--- config.mk ---
export PLATFORM = sky130hd
export DESIGN_NAME = tafs_ctrl
export DESIGN_NICKNAME = d
export VERILOG_FILES = /design/src/tafs_pkg.sv /design/src/tafs_ctrl.sv
export SDC_FILE = /design/constraint.sdc
export NUM_CORES = 1
export LEC_CHECK = 0
export ABC_AREA = 1
export CELL_PAD_IN_SITES_DETAIL_PLACEMENT = 1
export CELL_PAD_IN_SITES_GLOBAL_PLACEMENT = 2
export CORE_MARGIN = 8
export CORE_UTILIZATION = 26
export CTS_CLUSTER_DIAMETER = 100
export DETAILED_ROUTE_END_ITERATION = 16
export DONT_BUFFER_PORTS = 1
export PLACE_DENSITY = 0.64
export SYNTH_ARGS = -nofsm -noshare
export SYNTH_HDL_FRONTEND = slang
export SYNTH_SLANG_ARGS = --single-unit
--- constraint.sdc ---
create_clock -name clk -period 1.1 [get_ports clk]
set_input_delay 0.055 -clock clk [delete_from_list [all_inputs] [get_ports clk]]
set_output_delay 0.055 -clock clk [all_outputs]
set_load 0.01 [all_outputs]
--- src/tafs_pkg.sv ---
// Shared widths, codes, control structs and the cell update rule of the traffic step unit.
package tafs_pkg;

    // Default grid side; the top level hands its parameter down from this.
    localparam int MAX_SIDE_DEF = 512;

    // Field widths of the request and response beats.
    localparam int OP_W    = 2;
    localparam int COORD_W = 9;
    localparam int VAL_W   = 2;
    localparam int SIDE_W  = 10;
    localparam int COUNT_W = 19;

    localparam logic [SIDE_W-1:0]  SIDE_RESET = 10'd512;
    localparam logic [COUNT_W-1:0] COUNT_MAX  = '1;

    // Operation codes.
    localparam logic [OP_W-1:0] OP_WRITE = 2'd0;
    localparam logic [OP_W-1:0] OP_READ  = 2'd1;
    localparam logic [OP_W-1:0] OP_STEP  = 2'd2;

    typedef logic [VAL_W-1:0] cell_t;

    // Cell codes. The fourth code is held as written but never survives a phase.
    localparam cell_t CELL_EMPTY = 2'd0;
    localparam cell_t CELL_RIGHT = 2'd1;
    localparam cell_t CELL_DOWN  = 2'd2;

    // Commands from the controller to the datapath.
    typedef struct packed {
        logic clr_step;
        logic take_item;
        logic cell_write;
        logic cell_read;
        logic step_begin;
        logic slot;
        logic line_next;
        logic phase_next;
        logic result_load;
    } cmd_t;

    // Status from the datapath to the controller.
    typedef struct packed {
        logic            clear_last;
        logic [OP_W-1:0] op;
        logic            side_zero;
        logic            k_last;
        logic            line_last;
        logic            phase;
    } sts_t;

    // New content of a cell from its old neighborhood along the direction of motion.
    function automatic cell_t cell_next(cell_t prev, cell_t cur, cell_t nxt,
                                        cell_t mover, cell_t other);
        cell_t res;
        res = CELL_EMPTY;
        if (cur == mover) begin
            if (nxt != CELL_EMPTY) begin
                res = mover;
            end
        end
        else if (cur == other) begin
            res = other;
        end
        else if (cur == CELL_EMPTY && prev == mover) begin
            res = mover;
        end
        return res;
    endfunction

    // True when the car in this cell leaves it.
    function automatic logic cell_moves(cell_t cur, cell_t nxt, cell_t mover);
        return (cur == mover) && (nxt == CELL_EMPTY);
    endfunction

endpackage

--- src/tafs_ctrl.sv ---
// Controller: sequences the clearing pass, cell accesses, line sweeps and result hand-off.
module tafs_ctrl (
    input  logic           clk,
    input  logic           rst_n,
    input  logic           in_valid,
    output logic           in_ready,
    output logic           out_valid,
    input  logic           out_ready,
    input  tafs_pkg::sts_t sts,
    output tafs_pkg::cmd_t cmd
);

    typedef enum logic [5:0] {
        ST_CLEAR    = 6'b000001,
        ST_IDLE     = 6'b000010,
        ST_DISPATCH = 6'b000100,
        ST_LINE     = 6'b001000,
        ST_DRAIN    = 6'b010000,
        ST_FINISH   = 6'b100000
    } state_t;

    state_t state_reg;
    state_t state_next;
    logic   out_valid_reg;

    // Next state and command decode.
    always_comb
    begin
        state_next = state_reg;
        cmd        = '0;
        case (state_reg)
            ST_CLEAR:
            begin
                cmd.clr_step = 1'b1;
                if (sts.clear_last) begin
                    state_next = ST_IDLE;
                end
            end
            ST_IDLE:
            begin
                if (in_valid) begin
                    cmd.take_item = 1'b1;
                    state_next    = ST_DISPATCH;
                end
            end
            ST_DISPATCH:
            begin
                case (sts.op)
                    tafs_pkg::OP_WRITE:
                    begin
                        cmd.cell_write = 1'b1;
                        state_next     = ST_FINISH;
                    end
                    tafs_pkg::OP_READ:
                    begin
                        cmd.cell_read = 1'b1;
                        state_next    = ST_FINISH;
                    end
                    tafs_pkg::OP_STEP:
                    begin
                        cmd.step_begin = 1'b1;
                        state_next     = sts.side_zero ? ST_FINISH : ST_LINE;
                    end
                    default:
                    begin
                        state_next = ST_FINISH;
                    end
                endcase
            end
            ST_LINE:
            begin
                cmd.slot = 1'b1;
                if (sts.k_last) begin
                    state_next = ST_DRAIN;
                end
            end
            ST_DRAIN:
            begin
                if (!sts.line_last) begin
                    cmd.line_next = 1'b1;
                    state_next    = ST_LINE;
                end
                else if (!sts.phase) begin
                    cmd.phase_next = 1'b1;
                    state_next     = ST_LINE;
                end
                else begin
                    state_next = ST_FINISH;
                end
            end
            ST_FINISH:
            begin
                if (!out_valid_reg || out_ready) begin
                    cmd.result_load = 1'b1;
                    state_next      = ST_IDLE;
                end
            end
            default:
            begin
                state_next = ST_IDLE;
            end
        endcase
    end

    // State register and result beat valid.
    always_ff @(posedge clk or negedge rst_n)
    begin
        if (!rst_n) begin
            state_reg     <= ST_CLEAR;
            out_valid_reg <= 1'b0;
        end
        else begin
            state_reg <= state_next;
            if (cmd.result_load) begin
                out_valid_reg <= 1'b1;
            end
            else if (out_ready) begin
                out_valid_reg <= 1'b0;
            end
        end
    end

    assign in_ready  = (state_reg == ST_IDLE);
    assign out_valid = out_valid_reg;

`ifndef NO_ASSERTIONS
    // A new result only overwrites a slot that is empty or being taken.
    a_load_free: assert property (@(posedge clk) disable iff (!rst_n)
        cmd.result_load |-> (!out_valid_reg || out_ready))
        else $error("result overwritten before it was taken");

    // The last slot of a line is always followed by the drain cycle.
    a_line_drain: assert property (@(posedge clk) disable iff (!rst_n)
        (state_reg == ST_LINE && sts.k_last) |=> (state_reg == ST_DRAIN))
        else $error("line sweep did not drain");

    // At most one user of the memory ports per cycle.
    a_one_user: assert property (@(posedge clk) disable iff (!rst_n)
        $onehot0({cmd.clr_step, cmd.cell_write, cmd.cell_read, cmd.slot}))
        else $error("memory ports claimed twice");

    // A finished item whose slot is empty shows its beat on the next cycle.
    a_finish_shows: assert property (@(posedge clk) disable iff (!rst_n)
        (state_reg == ST_FINISH && !out_valid_reg) |=> out_valid_reg)
        else $error("finished result not presented");
`endif

endmodule

==> load_flow_metrics.sql <==
INSERT INTO impl_metrics (metric_group, metric, value, unit) VALUES
('yosys', 'synthesis.area', '464', 'sq um'),
('yosys', 'ys_ff_latch', '7', ''),
('run', 'max_cap_viols', '0', ''),
('layout', 'largest_register_ffs', '6', ''),
('global_routing', 'antenna_violations_before_repair', '0', ''),
('floorplan', 'ios', '22', ''),
('yosys', 'portion_of_the_post_synthesis_area_used_by_sequential_elements', '38.0', '%'),
('yosys', 'syn_avg_cell_area', '7.14', 'sq um'),
('clock_tree', 'cts-buffers-inserted', '3', ''),
('floorplan', 'chipHeight', '58.3', 'um'),
('sta', 'layout_min_cycle_time', '1.44', 'ns'),
('power', 'pwr_density_cell', '1950', 'mW/mm^2'),
('critical_path', 'buffer_and_inverter_count_on_the_worst_path', '1', ''),
('global_routing', 'grt_first_pass_wirelength', '3030', 'um'),
('route', 'post_drt_wl_per_cell', '14.4', 'um'),
('clock_tree', 'clkTransAtPathRegs', '0.05', 'ns'),
('layout', 'insertedDiodeCount', '0', ''),
('sta', 'maxSlewViolCount', '0', ''),
('route', 'detail_route.drc_violations', '0', ''),
('floorplan', 'placementRows', '15', ''),
('yosys', 'synth_cell_types', '17', ''),
('layout', 'layout.core_utilization', '56.2', '%'),
('yosys', 'synth_compound_gate_area_share', '4.31', '%'),
('run_status', 'run_status', 'finished, violations left', ''),
('route', 'ant_nets', '0', ''),
('global_routing', 'use_met2', '19.7', '%'),
('layout', 'sequential_cell_area', '176', 'sq um'),
('min_path', 'timing.hold.worst.class', 'input pin to register', ''),
('placement', 'place.port_buffers', '0', ''),
('sta', 'rsz0062_at_grt', 'yes', ''),
('yosys', 'synth_nets', '76', ''),
('floorplan', 'die_w', '58.3', 'um'),
('clock_tree', 'clkSinkCount', '7', ''),
('critical_path', 'crit_chain', 'nor2_4, nand4_1, inv_2, nand2_1, nor2_2', ''),
('critical_path', 'worstSetupEndpointType', 'output pin', ''),
('critical_path', 'cpMaxStageDelayCell', 'sky130_fd_sc_hd__dfrtp_1', ''),
('run_status', 'failing_checks', 'negative setup slack', ''),
('clock_tree', 'cts_root_buffer', 'sky130_fd_sc_hd__clkbuf_4', ''),
('sta', 'postLayoutSetupSlackWorst', '-0.338', 'ns'),
('global_routing', 'met3_usage', '3.31', '%'),
('route', 'vias', '594', ''),
('yosys', 'syn-instance-count', '65', ''),
('global_routing', 'grt.overflow.total', '0', ''),
('yosys', 'synth-warning-count', '0', ''),
('critical_path', 'worstPathRequired', '1.04', 'ns'),
('layout', 'number_of_fillers_in_the_final_layout', '217', ''),
('sta', 'finalSetupViolations', '16', ''),
('clock_tree', 'cts-htree-levels', '1', ''),
('placement', 'dp_hpwl', '1140', 'um'),
('sta', 'final.setup_skew', '0.00303', 'ns'),
('clock_tree', 'clkLatencyLatePin', '0.25', 'ns'),
('yosys', 'synth_top_family_by_area', 'simple AND/OR/NAND/NOR gates', ''),
('placement', 'pre_cts_slack', '-0.171', 'ns'),
('critical_path', 'cp_data_arrival_time', '1.38', 'ns'),
('critical_path', 'path_class', 'register to output pin', ''),
('critical_path', 'crit_path_start_kind', 'register', ''),
('clock_tree', 'cts_tree', 'yes', ''),
('yosys', 'yosys.area_share.adder', '0', '%'),
('layout', 'finish.net_count', '118', ''),
('global_routing', 'met1_routing_resource_usage_after_global_routing', '12.0', '%'),
('placement', 'finalWeightedCongestion', '0.697', ''),
('layout', 'multiInputGateArea', '362', 'sq um'),
('sta', 'fmax', '695', 'MHz'),
('route', 'dr.first_iter.drc_count', '7', ''),
('sta', 'hold_slack', '0.0146', 'ns'),
('power', 'vdd_ir_drop_max', '0.00106', 'V'),
('critical_path', 'crit_family', 'simple AND/OR/NAND/NOR gates', ''),
('layout', 'fraction_of_layout_instances_using_a_drive_strength_above_1', '62.3', '%'),
('layout', 'finish.cell_count_without_fillers', '131', ''),
('global_routing', 'grt_use_total', '11.7', '%'),
('floorplan', 'initial_standard_cell_utilization_of_the_core', '27.2', '%');
[synth_stat cells, drive strengths merged]
cell type / number / area [sq um]
nor2: 16 / 85.1
inv: 13 / 48.8
nand2: 10 / 37.5
dfrtp: 6 / 150
nand4: 6 / 43.8
nand3: 5 / 25.0
nor3: 3 / 15.0
and3: 1 / 6.26
dfstp: 1 / 26.3
o211ai: 1 / 7.51
o21ai: 1 / 5.00
o21bai: 1 / 7.51
or2: 1 / 6.26
[timing repair]
action                     in CTS  in global routing
resized for setup              27                 11
hold endpoints to repair       10                  0
hold buffers                    5                  0
setup buffers                  15                  5
setup endpoints to repair      15                 17
pin swaps                       9                 11
[layout by cell type, fill, tap and decap left out, drive strengths merged]
master       netlist  final
and3               1      1
o21ai              1      1
dlygate4sd3        0      5
inv               13     13
nand2             10     10
o211ai             1      1
o21bai             1      1
clkbuf             0      4
nand4              6      6
nand3              5      5
buf                0     32
nor3               3      3
dfrtp              6      6
nor2              16     16
dfstp              1      1
or2                1      1
[routing by layer]
layer  routed length (um)  up-vias
li1                     -      292
met1                  743      276
met2                 1000       24
met3                  128        2
met4                   14        0
met5                    0        -
[area by class of cell]
class / instances / area share [%]
timing repair buffer: 37 / 32.6
multi-input combinational: 45 / 37.7
sequential: 7 / 18.4
inverter: 13 / 5.35
tap: 25 / 3.26
clock buffer: 4 / 2.74
[kinds of logic (layout without fill, tap and decap cells)]
family / count (synthesis) / after routing
compound gates: 3 / 3
buf+inv: 13 / 54
flops: 7 / 7
simple gates: 42 / 42
[stage by stage]
stage / area (sq um) / TNS (ns)
floorplan: 464 / -0.00300
global placement: 593 / -0.686
detailed placement: 593 / -0.868
CTS: 883 / -3.15
global route: 960 / -4.80
finish: 960 / -3.57
[power by group]
| part | leakage [uW] | internal [uW] | switching [uW] | total (uW) |
|---|---|---|---|---|
| clock | 0.0000150 | 138 | 95.1 | 234 |
| combinational | 0.000364 | 672 | 594 | 1270 |
| sequential | 0.0000902 | 313 | 58.8 | 372 |
[worst paths after layout]
check	from	end	slack, ns	cells past startpoint
worst min-delay path	sts[3]	state_reg[3]$_DFFE_PN0P_	0.01	2
worst max-delay path	state_reg[1]$_DFFE_PN0P_	cmd[1]	-0.34	5
worst max register to register	state_reg[4]$_DFFE_PN0P_	state_reg[1]$_DFFE_PN0P_	-0.27	7
max in group asynchronous	rst_n	state_reg[0]$_DFFE_PN1P_	0.67	1
min in group asynchronous	rst_n	out_valid$_DFFE_PN0P_	0.14	1
worst min register to register	out_valid$_DFFE_PN0P_	out_valid$_DFFE_PN0P_	0.56	2
Power figures use the tool's default switching activity.
